$ cat src/hdl/gregorian_date_arithmetic_core_defines.svh
// assertion macros shared by the rtl
`ifndef GREGORIAN_DATE_ARITHMETIC_CORE_DEFINES_SVH
`define GREGORIAN_DATE_ARITHMETIC_CORE_DEFINES_SVH

// same-cycle implication, checked on clk, off during rst
`define GDA_ASSERT_IMP(lbl, ante, cons, msg) \
  lbl: assert property (@(posedge clk) disable iff (rst) (ante) |-> (cons)) \
    else $error(msg);

// next-cycle implication, checked on clk, off during rst
`define GDA_ASSERT_NXT(lbl, ante, cons, msg) \
  lbl: assert property (@(posedge clk) disable iff (rst) (ante) |=> (cons)) \
    else $error(msg);

`endif

$ cat src/hdl/gda_pkg.sv
`default_nettype none

package gda_pkg;

  localparam int NumStages = 13;
  localparam int InW       = 48;
  localparam int OutW      = 80;

  // month numbers; feb, apr, jun, sep and nov have a length other than 31
  localparam logic [3:0] MonFeb = 4'd2;
  localparam logic [3:0] MonApr = 4'd4;
  localparam logic [3:0] MonJun = 4'd6;
  localparam logic [3:0] MonSep = 4'd9;
  localparam logic [3:0] MonNov = 4'd11;
  localparam logic [3:0] MonDec = 4'd12;
  localparam logic [3:0] MonJan = 4'd1;

  localparam logic [14:0] YearBase   = 15'd4800;
  localparam logic [22:0] JdnOffset  = 23'd32045;
  localparam logic [22:0] WeekBase   = 23'd31741;
  localparam logic [22:0] Per400     = 23'd146097;
  localparam logic [17:0] Per100     = 18'd36524;
  localparam logic [15:0] Per4       = 16'd1461;
  localparam logic [10:0] LastQuad   = 11'd1460;
  localparam logic [10:0] DaysYear   = 11'd365;
  localparam logic [21:0] DistMax    = 22'h3FFFFF;

  // reciprocals: floor(x / c) = (x * k) >> s, exact for the operand widths used
  localparam int          DivHundredSh = 22;
  localparam logic [15:0] DivHundredK  = 16'(((64'd1 << 22) + 64'd99) / 64'd100);
  localparam int          DivSevenSh   = 26;
  localparam logic [23:0] DivSevenK    = 24'(((64'd1 << 26) + 64'd6) / 64'd7);
  localparam int          DivPer400Sh  = 41;
  localparam logic [23:0] DivPer400K   = 24'(((64'd1 << 41) + 64'd146096) / 64'd146097);
  localparam int          DivPer100Sh  = 34;
  localparam logic [18:0] DivPer100K   = 19'(((64'd1 << 34) + 64'd36523) / 64'd36524);
  localparam int          DivPer4Sh    = 27;
  localparam logic [16:0] DivPer4K     = 17'(((64'd1 << 27) + 64'd1460) / 64'd1461);
  localparam int          DivWeekSh    = 12;
  localparam logic [9:0]  DivWeekK     = 10'(((64'd1 << 12) + 64'd6) / 64'd7);

  typedef struct packed {
    logic s1;
    logic s2;
    logic s3;
  } jdn_en_t;

  typedef struct packed {
    logic        leap;
    logic [13:0] py;
    logic [3:0]  pm;
    logic [4:0]  pd;
    logic [13:0] ny;
    logic [3:0]  nm;
    logic [4:0]  nd;
  } date_res_t;

  // (153 * n + 2) / 5 with n the march-based month index
  function automatic logic [8:0] month_offset(input logic [3:0] m);
    case (m)
      4'd0:    return 9'd275;
      4'd1:    return 9'd306;
      4'd2:    return 9'd337;
      4'd3:    return 9'd0;
      4'd4:    return 9'd31;
      4'd5:    return 9'd61;
      4'd6:    return 9'd92;
      4'd7:    return 9'd122;
      4'd8:    return 9'd153;
      4'd9:    return 9'd184;
      4'd10:   return 9'd214;
      4'd11:   return 9'd245;
      4'd12:   return 9'd275;
      4'd13:   return 9'd306;
      4'd14:   return 9'd337;
      default: return 9'd367;
    endcase
  endfunction

  function automatic logic [4:0] month_len(input logic [3:0] m, input logic leap);
    case (m)
      MonFeb:                         return leap ? 5'd29 : 5'd28;
      MonApr, MonJun, MonSep, MonNov: return 5'd30;
      default:                        return 5'd31;
    endcase
  endfunction

endpackage

`default_nettype wire

$ cat src/hdl/gda_jdn.sv
`default_nettype none

module gda_jdn (
  input  wire logic            clk,
  input  wire gda_pkg::jdn_en_t en,
  input  wire logic [4:0]      day,
  input  wire logic [3:0]      month,
  input  wire logic [13:0]     year,
  output logic [22:0]          jdn
);

  logic [14:0] yy;
  logic [8:0]  mofs;
  logic [4:0]  dd;
  logic [7:0]  yyq;
  logic [22:0] js;
  logic [30:0] yyprod;

  // march-based year: january and february count with the year before
  always_ff @(posedge clk) begin
    if (en.s1) begin
      yy   <= 15'(year) + gda_pkg::YearBase - 15'(month <= gda_pkg::MonFeb);
      mofs <= gda_pkg::month_offset(month);
      dd   <= day;
    end
  end

  assign yyprod = 31'(yy) * 31'(gda_pkg::DivHundredK);

  always_ff @(posedge clk) begin
    if (en.s2) begin
      yyq <= yyprod[29:gda_pkg::DivHundredSh];
      js  <= 23'(yy) * 23'(gda_pkg::DaysYear) + 23'(yy[14:2]) + 23'(mofs) + 23'(dd);
    end
  end

  always_ff @(posedge clk) begin
    if (en.s3) begin
      jdn <= js - 23'(yyq) + 23'(yyq[7:2]) - gda_pkg::JdnOffset;
    end
  end

endmodule

`default_nettype wire

$ cat src/hdl/gregorian_date_arithmetic_core.sv
// Gregorian date arithmetic core.
// Input stream (s_axis_*): one word per request carrying a main date and a
// second date. Output stream (m_axis_*): one word per request with the next
// and previous date of the main date, its leap-year flag, a week number and
// the absolute day distance between the two dates (saturated to 22 bits).
// The datapath is a 13-stage pipeline: two julian day number units, then a
// chain of reciprocal multiplies for the / 7, mod 146097 / 36524 / 1461 steps
// of the week number. Throughput is one word per cycle while the receiver
// takes words, set by one pass through each stage.
// Each stage has its own valid bit and loads when it is empty or its
// successor loads, so bubbles close up and s_axis_tready stays high while
// any stage is free, also while a finished word waits at the output.
// When the receiver stalls, the output word holds and the pipe fills; after
// 13 accepted words s_axis_tready drops until the receiver takes one.
// rst (synchronous, active high) clears all valid bits; no word is in
// flight afterwards and no clearing pass is needed.
`default_nettype none

`include "gregorian_date_arithmetic_core_defines.svh"

module gregorian_date_arithmetic_core (
  input  wire logic                       clk,
  input  wire logic                       rst,
  input  wire logic                       s_axis_tvalid,
  output logic                            s_axis_tready,
  // day_of_month[4:0], month_number[8:5], year_number[22:9], other_day[27:23],
  // other_month[31:28], other_year[45:32], zero[47:46]
  input  wire logic [gda_pkg::InW-1:0]    s_axis_tdata,
  output logic                            m_axis_tvalid,
  input  wire logic                       m_axis_tready,
  // following_day[4:0], next_month[8:5], next_year[22:9], prev_day[27:23],
  // prev_month[31:28], prev_year[45:32], leap_flag[46], week_of_year[52:47],
  // days_between[74:53], zero[79:75]
  output logic [gda_pkg::OutW-1:0]        m_axis_tdata
);

  localparam int N = gda_pkg::NumStages;

  logic [N:1] vld;
  logic [N:1] ld;

  logic [4:0]  day_of_month;
  logic [3:0]  month_number;
  logic [13:0] year_number;
  logic [4:0]  other_day;
  logic [3:0]  other_month;
  logic [13:0] other_year;

  gda_pkg::jdn_en_t   jen;
  gda_pkg::date_res_t dres [3:N];
  gda_pkg::date_res_t dres_next;

  logic [22:0] j1;
  logic [22:0] j2;
  logic [21:0] days_apart [4:N];

  logic [4:0]  s1_d;
  logic [3:0]  s1_m;
  logic [13:0] s1_y;
  logic [7:0]  s1_yq;
  logic [29:0] yprod;
  logic [4:0]  s2_d;
  logic [3:0]  s2_m;
  logic [13:0] s2_y;
  logic        s2_leap;
  logic [13:0] yq_x100;
  logic        y100z;

  logic [20:0] q7;
  logic [46:0] p7;
  logic [22:0] jdiff;
  logic [22:0] w5;
  logic [22:0] w6;
  logic [5:0]  qa;
  logic [46:0] pa;
  logic [17:0] r1;
  logic [17:0] r1_8;
  logic [2:0]  qb;
  logic [36:0] pb;
  logic [15:0] r2;
  logic [15:0] r2_10;
  logic [4:0]  qc;
  logic [32:0] pc;
  logic [10:0] d4;
  logic [8:0]  d1;
  logic [8:0]  d1_next;
  logic [18:0] pw;
  logic [5:0]  week;

  assign day_of_month = s_axis_tdata[4:0];
  assign month_number = s_axis_tdata[8:5];
  assign year_number  = s_axis_tdata[22:9];
  assign other_day    = s_axis_tdata[27:23];
  assign other_month  = s_axis_tdata[31:28];
  assign other_year   = s_axis_tdata[45:32];

  // stage load enables: a stage takes a word when empty or when it passes one on
  assign ld[N] = !vld[N] || m_axis_tready;
  genvar gi;
  for (gi = 1; gi < N; gi++) begin : g_ld
    assign ld[gi] = !vld[gi] || ld[gi+1];
  end

  assign s_axis_tready = ld[1];

  always_ff @(posedge clk) begin
    if (rst) begin
      vld <= '0;
    end else begin
      if (ld[1]) vld[1] <= s_axis_tvalid;
      for (int i = 2; i <= N; i++) begin
        if (ld[i]) vld[i] <= vld[i-1];
      end
    end
  end

  assign jen.s1 = ld[1];
  assign jen.s2 = ld[2];
  assign jen.s3 = ld[3];

  gda_jdn u_jdn_main (
    .clk   (clk),
    .en    (jen),
    .day   (day_of_month),
    .month (month_number),
    .year  (year_number),
    .jdn   (j1)
  );

  gda_jdn u_jdn_other (
    .clk   (clk),
    .en    (jen),
    .day   (other_day),
    .month (other_month),
    .year  (other_year),
    .jdn   (j2)
  );

  // stage 1: year / 100 for the leap rule
  assign yprod = 30'(year_number) * 30'(gda_pkg::DivHundredK);

  always_ff @(posedge clk) begin
    if (ld[1]) begin
      s1_d  <= day_of_month;
      s1_m  <= month_number;
      s1_y  <= year_number;
      s1_yq <= yprod[29:gda_pkg::DivHundredSh];
    end
  end

  // stage 2: leap flag
  assign yq_x100 = 14'(s1_yq) * 14'd100;
  assign y100z   = (s1_y == yq_x100);

  always_ff @(posedge clk) begin
    if (ld[2]) begin
      s2_d    <= s1_d;
      s2_m    <= s1_m;
      s2_y    <= s1_y;
      s2_leap <= ((s1_y[1:0] == 2'd0) && !y100z) || (y100z && (s1_yq[1:0] == 2'd0));
    end
  end

  // stage 3: following and preceding dates
  always_comb begin
    logic [4:0] mlen;
    logic [4:0] plen;
    mlen = gda_pkg::month_len(s2_m, s2_leap);
    plen = gda_pkg::month_len(s2_m - 4'd1, s2_leap);
    dres_next.leap = s2_leap;
    if (s2_d >= mlen) begin
      dres_next.nd = 5'd1;
      if (s2_m >= gda_pkg::MonDec) begin
        dres_next.nm = gda_pkg::MonJan;
        dres_next.ny = s2_y + 14'd1;
      end else begin
        dres_next.nm = s2_m + 4'd1;
        dres_next.ny = s2_y;
      end
    end else begin
      dres_next.nd = s2_d + 5'd1;
      dres_next.nm = s2_m;
      dres_next.ny = s2_y;
    end
    if (s2_d <= 5'd1) begin
      if (s2_m <= gda_pkg::MonJan) begin
        dres_next.pd = 5'd31;
        dres_next.pm = gda_pkg::MonDec;
        dres_next.py = s2_y - 14'd1;
      end else begin
        dres_next.pd = plen;
        dres_next.pm = s2_m - 4'd1;
        dres_next.py = s2_y;
      end
    end else begin
      dres_next.pd = s2_d - 5'd1;
      dres_next.pm = s2_m;
      dres_next.py = s2_y;
    end
  end

  always_ff @(posedge clk) begin
    if (ld[3]) dres[3] <= dres_next;
    for (int i = 4; i <= N; i++) begin
      if (ld[i]) dres[i] <= dres[i-1];
    end
    // stage 4: saturated distance enters its delay line
    if (ld[4]) days_apart[4] <= jdiff[22] ? gda_pkg::DistMax : jdiff[21:0];
    for (int i = 5; i <= N; i++) begin
      if (ld[i]) days_apart[i] <= days_apart[i-1];
    end
  end

  // stage 4: distance and jdn / 7
  assign jdiff = (j1 > j2) ? (j1 - j2) : (j2 - j1);
  assign p7    = 47'(j1) * 47'(gda_pkg::DivSevenK);

  always_ff @(posedge clk) begin
    if (ld[4]) begin
      q7 <= p7[46:gda_pkg::DivSevenSh];
    end
  end

  // stage 5: jdn rounded down to a multiple of 7, shifted to the week origin
  always_ff @(posedge clk) begin
    if (ld[5]) w5 <= 23'(q7) * 23'd7 + gda_pkg::WeekBase;
  end

  // stages 6 to 11: mod 146097, mod 36524, mod 1461
  assign pa = 47'(w5) * 47'(gda_pkg::DivPer400K);
  always_ff @(posedge clk) begin
    if (ld[6]) begin
      qa <= pa[46:gda_pkg::DivPer400Sh];
      w6 <= w5;
    end
  end

  always_ff @(posedge clk) begin
    if (ld[7]) r1 <= 18'(w6 - 23'(qa) * gda_pkg::Per400);
  end

  assign pb = 37'(r1) * 37'(gda_pkg::DivPer100K);
  always_ff @(posedge clk) begin
    if (ld[8]) begin
      qb   <= pb[36:gda_pkg::DivPer100Sh];
      r1_8 <= r1;
    end
  end

  always_ff @(posedge clk) begin
    if (ld[9]) r2 <= 16'(r1_8 - 18'(qb) * gda_pkg::Per100);
  end

  assign pc = 33'(r2) * 33'(gda_pkg::DivPer4K);
  always_ff @(posedge clk) begin
    if (ld[10]) begin
      qc    <= pc[31:gda_pkg::DivPer4Sh];
      r2_10 <= r2;
    end
  end

  always_ff @(posedge clk) begin
    if (ld[11]) d4 <= 11'(r2_10 - 16'(qc) * gda_pkg::Per4);
  end

  // stage 12: day within the year, the last day of a leap cycle kept as day 365
  always_comb begin
    logic        lq;
    logic [10:0] x;
    logic [10:0] m365;
    lq = (d4 >= gda_pkg::LastQuad);
    x  = d4 - 11'(lq);
    if (x >= 11'(3) * gda_pkg::DaysYear) begin
      m365 = x - 11'(3) * gda_pkg::DaysYear;
    end else if (x >= 11'(2) * gda_pkg::DaysYear) begin
      m365 = x - 11'(2) * gda_pkg::DaysYear;
    end else if (x >= gda_pkg::DaysYear) begin
      m365 = x - gda_pkg::DaysYear;
    end else begin
      m365 = x;
    end
    d1_next = 9'(m365) + 9'(lq);
  end

  always_ff @(posedge clk) begin
    if (ld[12]) d1 <= d1_next;
  end

  // stage 13: week = day / 7 + 1
  assign pw = 19'(d1) * 19'(gda_pkg::DivWeekK);
  always_ff @(posedge clk) begin
    if (ld[13]) week <= 6'(pw[18:gda_pkg::DivWeekSh]) + 6'd1;
  end

  assign m_axis_tvalid = vld[N];
  assign m_axis_tdata  = {5'd0, days_apart[N], week, dres[N].leap, dres[N].py, dres[N].pm,
                          dres[N].pd, dres[N].ny, dres[N].nm, dres[N].nd};

  `GDA_ASSERT_IMP(a_ready_when_out_empty, !m_axis_tvalid, s_axis_tready, "pipe stalled while empty")
  `GDA_ASSERT_NXT(a_accept_fills_s1, s_axis_tvalid && s_axis_tready, vld[1], "accepted word lost")
  `GDA_ASSERT_IMP(a_week_range, m_axis_tvalid, week >= 6'd1 && week <= 6'd53, "week out of range")
  `GDA_ASSERT_IMP(a_days_nonzero, m_axis_tvalid, dres[N].nd != 5'd0 && dres[N].pd != 5'd0,
                  "zero day in result")

endmodule

`default_nettype wire
$ cat config.mk
export PLATFORM = sky130hd
export DESIGN_NAME = gregorian_date_arithmetic_core
export DESIGN_NICKNAME = d
export VERILOG_FILES = /design/src/hdl/gda_pkg.sv /design/src/hdl/gda_jdn.sv /design/src/hdl/gregorian_date_arithmetic_core.sv
export VERILOG_INCLUDE_DIRS = /design/src /design/src/hdl
export SDC_FILE = /design/constraint.sdc
export NUM_CORES = 2
export LEC_CHECK = 0
export BUFFER_PORTS_ARGS = -buffer_cell sky130_fd_sc_hd__buf_2
export CAP_MARGIN = 40
export CORE_MARGIN = 3
export CORE_UTILIZATION = 30
export DETAILED_ROUTE_END_ITERATION = 16
export PLACE_DENSITY = 0.42
export SLEW_MARGIN = 5
export SYNTH_ARGS = -nofsm -noshare
export SYNTH_HDL_FRONTEND = slang
export SYNTH_SLANG_ARGS = --single-unit
$ cat constraint.sdc
create_clock -name clk -period 10.37 [get_ports clk]
set_input_delay 2.074 -clock clk [delete_from_list [all_inputs] [get_ports clk]]
set_output_delay 2.074 -clock clk [all_outputs]
set_load 0.02 [all_outputs]
======== After elaboration in Yosys (flattened, before gate mapping) ========
Memory sizes are Yosys's and may differ from the RTL's. A register that Yosys moved wholly into a read port is not among the register bits.
Cells that the tools add are included.
word-level totals
  flip-flop bits (word level) ............. 374
  bits in writable memories ............... 737
  memory bits (read-only) ................. 288
  input port bits ......................... 52
  output and inout port bits .............. 82
  logic and storage cells ................. 186
  memories ................................ 4
cells by class
  $add $sub $neg .......................... 34
  multipliers ............................. 15
  $lt $le $gt $ge ......................... 11
  eq/ne operators ......................... 11
  multiplexer cells ....................... 34
  reductions and logical operators ........ 34
memory list
  memory            depth  bits a word  rd ports  clocked after memory_dff  write ports  line                                  text
  dres              11     47           11        0                         11           gregorian_date_arithmetic_core.sv:50  gda_pkg::date_res_t dres [3:N];
  days_apart        10     22           10        0                         10           gregorian_date_arithmetic_core.sv:55  logic [21:0] days_apart [4:N];
  (name not given)  16     9            1         1                         0            gda_pkg.sv:60                         case (m)
  (name not given)  16     9            1         1                         0            gda_pkg.sv:60
operator list
  kind                      number
  $mul A23 B24 Y47 const B  2
  $mux W23                  4
  $mul A15 B13 Y27 const B  2
  $add A23 B13 Y23          2
  $add A23 B5 Y23           2
  $add A23 B6 Y23           2
  $add A23 B9 Y23           2
  $mul A15 B9 Y23 const B   2
  $sub A23 B15 Y23 const B  2
  $sub A23 B23 Y23          2
  $sub A23 B8 Y23           2
  $mul A18 B19 Y37 const B  1
  $add A14 B13 Y15 const B  2
  $mul A16 B15 Y30 const B  1
  $sub A15 B1 Y15           2
  $mul A14 B13 Y27 const B  1
  $mux W9                   3
  $add A23 B15 Y23 const B  1
  $gt A23 B23 Y1            1
  $mul A21 B3 Y23 const B   1
  $mux W1                   23
  $ge A11 B11 Y1 const B    2
  $mux W22                  1
  $mul A6 B18 Y18 const B   1
  other kinds (37)          75

======== Logic depth before layout (Yosys ltp) ========
  word-level depth ........................ 14
  gate-level depth with buffers ........... 24
  depth with buffers taken out ............ 24

======== Cells and area by module ========
Synthesis repeated with hierarchy kept, for this count alone.
unflattened totals
  cell total of the unflattened synthesis .. 7,664
  area total of the unflattened synthesis .. 92,746.5 sq um
modules (own cells, without submodules)
  module                          times used  cells an instance  area an instance (sq um)  sequential area each (sq um)
  gregorian_date_arithmetic_core  1           5,439              69,754.4                  28,937.8
  gda_jdn at u_jdn_other          1           1,130              11,584.9                  2,492.4
  gda_jdn at u_jdn_main           1           1,095              11,407.2                  2,492.4

======== Worst setup path after synthesis ========
OpenSTA, ideal clock, no wires.
  kind .................................... input-to-output
  start ................................... in m_axis_tready
  end ..................................... out s_axis_tready
  data arrival time ....................... 7.748 ns
  slack ................................... 0.548 ns
  stages .................................. 9
  path buffers ............................ 1
  path through ............................ nor2b_1 -> and3_1 -> and3_1 -> and2_1 -> and3_1 -> and2_1 -> clkbuf_1 -> nand4_1 -> or2_2
RTL lines
  element          line                                  text
  start, declared  gregorian_date_arithmetic_core.sv:30  input wire logic m_axis_tready,
  end, declared    gregorian_date_arithmetic_core.sv:25  output logic s_axis_tready,

==> impl_metrics.tcl <==
set metrics [dict create \
    antenna_found_initial 22 \
    synth_top_cell_area_share_pct 36.59 \
    slew_viol_final 0 \
    worst_setup_path_end_kind "output pin" \
    ys_seq_elements 1129 \
    synth.top_cells.by_area "edfxtp_1, fa_1, ha_1, inv_1, xnor2_1" \
    cp.arrival_ns 5.33 \
    postCtsSetupBuffers 0 \
    clk_latency_ns 0.80 \
    route.vias.total 51740 \
    min_period_over_period_pct 71.36 \
    ys.flop_type "edfxtp_1" \
    syn_area_um2 91590 \
    clock_sinks 1129 \
    hp-class "reg2reg" \
    crit_path_frequent_cell "and3_1" \
    min_period_ns 7.400 \
    nets 10180 \
    hold_slack_ns 0.3465 \
    status "finished, final reports clean" \
    grtUsageMet2_pct 22.43 \
    place_congestion 0.8393 \
    max_stage_delay_ns 0.42 \
    grt_util_met3_pct 1.460 \
    die_h_um 558.5 \
    worstPathCellList "buf_2 > nor2b_1 > and3_1 > and3_1 > and2_1 > and3_1 > and2_1 > nand4_1 > buf_4 > or2_4 > buf_2" \
    post-route-util_pct 33.38 \
    cts_tree "built" \
    post_dp_cell_area_um2 96840 \
    area_growth_pct 10.53 \
    grt_pass1_vias 56250 \
    crit_path_start "m_axis_tready" \
    crit_slowest_cell "nor2b_1" \
    worstHoldStart "days_apart[0][125]" \
    initial_core_util_pct 30.20 \
    core_area_um2 303300 \
    critPathTopFamily "simple AND/OR/NAND/NOR gates" \
    maxCapViolations 0 \
    grt_pass1_wl_mm 324.1 \
    cts_made_buffers 142 \
    gr-usage-met1_pct 18.38 \
    max-slew-margin-rel_pct 41.45 \
    viasPerCell 4.403 \
    synth.top_cells.by_count "inv_1, ha_1, edfxtp_1" \
    grt_max_degree 66 \
    r2r-start "w5[12]" \
    finalSetupViolCount 0 \
    synth_sequential_area_ratio_pct 36.87 \
    fmax_ghz 0.1351 \
    synth_edf_count 1116 \
    syn_inst 7485 \
    worst_setup_path_start_kind "input port" \
    overflow 0 \
    fillers 30240 \
    ant_nets 0 \
    io_pins 134 \
    gr-max-usage-layer "met2" \
    grt_util_all_layers_pct 13.30 \
    yosys.area.top_type "edfxtp_1" \
    drc 0 \
    cts_root_buf "clkbuf_16" \
    hold_buffers 0 \
    dieArea_um2 312000 \
    io_buffers 126 \
    dr.first_iter.drc_count 2219 \
    drt-total-wl_mm 202.8 \
    first_pass_iters 5 \
    hold_violations 0 \
    wire_per_inst_um 17.26 \
    ys_types 88 \
    drive_gt1_share_pct 5.276 \
    post_cts_resize_count 0 \
    synth.avg_cell_area_um2 12.24 \
    design_area_um2 101200 \
    clock_skew_ns 0.08126 \
    core.rowCount 202 \
    synth_most_common_cell "inv_1" \
    grt_setup_unrepaired "false" \
    cts.clk_slew.worst_paths_ns 0.06 \
    synthArstFlopShare_pct 0 \
    hpwl_mm 167.6 \
    crit_buf_inv 3 \
    die_width_um 558.5 \
    htreeDepth 4 \
    cts_buffer_depth 4 \
    required_ns 8.30 \
    ys_warn_count 0 \
    fin_setup_tns_ns 0 \
    worst-path-max-fanout 28 \
    crit_type "in2out" \
    tightest_slew_ns 0.8783 \
]
flip-flops by register name, indices dropped and copies added, names as in the netlist, 14 cells and up:
signal	count
r1_8	16
s2_y	14
u_jdn_other.yy	15
q7	21
u_jdn_main.jdn	23
dres	517
s1_y	14
u_jdn_main.js	23
u_jdn_main.yy	15
w6	18
u_jdn_other.jdn	23
u_jdn_other.js	23
days_apart	220
r2	16
r1	18
w5	23
placed cells by master, fill, tap and decap left out, drive strengths merged, types with 14 or more instances in the layout:
master / synthesis / layout
and2: 22 / 22
a21oi: 217 / 217
nor4: 15 / 15
xor2: 90 / 90
a21o: 100 / 100
o21ai: 137 / 137
ha: 1496 / 1496
nor3: 81 / 81
clkinv: 0 / 46
o31ai: 23 / 23
fa: 958 / 958
xnor2: 242 / 242
a211oi: 36 / 36
o21bai: 30 / 30
and3: 41 / 41
inv: 1816 / 1820
clkbuf: 34 / 171
or2: 14 / 14
o211ai: 16 / 16
nand4: 31 / 31
nand2: 175 / 175
or4: 14 / 14
edfxtp: 1116 / 1116
nor2b: 46 / 46
buf: 85 / 160
nand2b: 24 / 24
o21a: 55 / 55
or3: 24 / 24
nand3: 82 / 82
nor2: 237 / 237
a31oi: 25 / 25
cell type report:
cell class | instances | area, um^2 | area share [%]
Antenna cell | 1 | 2.502 | 0.002472
Clock buffer | 171 | 3769 | 3.723
Clock inverter | 70 | 629.4 | 0.6217
Inverter | 1816 | 6830 | 6.747
Multi-Input combinational cell | 4425 | 50310 | 49.70
Sequential cell | 1129 | 33770 | 33.36
Tap cell | 3978 | 4977 | 4.916
Timing Repair Buffer | 160 | 943.4 | 0.9319
final timing paths:
kind / to / slack [ns] / cells after the start
max: s_axis_tready / 2.97 / 11
min: days_apart[0][147] / 0.35 / 0
max reg2reg: qa[5] / 3.05 / 22
min reg2reg: days_apart[0][147] / 0.35 / 0
worst register-to-register path, cell delays in order, from the launching register on:
cell and delay (ns):
edfxtp_1 0.75, ha_1 0.37, inv_1 0.17, fa_1 0.53, inv_1 0.06, fa_1 0.56, inv_1 0.06, fa_1 0.48
fa_1 0.52, fa_1 0.52, fa_1 0.55, inv_1 0.05, ha_1 0.28, a21oi_1 0.20, o22ai_1 0.10, o21a_1 0.18
o21a_1 0.17, o21ai_0 0.31, nand2_1 0.15, a2111oi_0 0.56, nor4b_1 0.30, nor3_1 0.11, xnor2_1 0.14
kinds of logic after synthesis:
kind of cell	count (synthesis)	synth area share (%)
adder cells (fa/ha/maj)	2456	41.40
buffers and inverters	1935	8.257
flip-flops	1129	36.87
AND/OR/NAND/NOR	839	4.515
AO/OA/AOI/OAI	779	5.601
XOR/XNOR	332	3.191
multiplexers	14	0.1598
other	1	0.004094
through the flow:
| step | setup slack, ns | std cells |
|---|---|---|
| 6_report | 2.970 | 11750 |
| 5_1_grt | 2.618 | 11750 |
| 4_1_cts | 2.909 | 11750 |
| 3_5_place_dp | 2.922 | 11510 |
| 3_3_place_gp | 2.733 | 11500 |
| 2_1_floorplan | 0.5478 | 7489 |
layer usage:
layer,up-vias,wire (um)
met2,583,96750
met4,0,4286
met1,25750,96060
met3,220,5696
li1,25190,-
met5,-,0
Power is not shown: default switching activity piles up to over one toggle a cycle in this logic, so the estimate is an artifact.
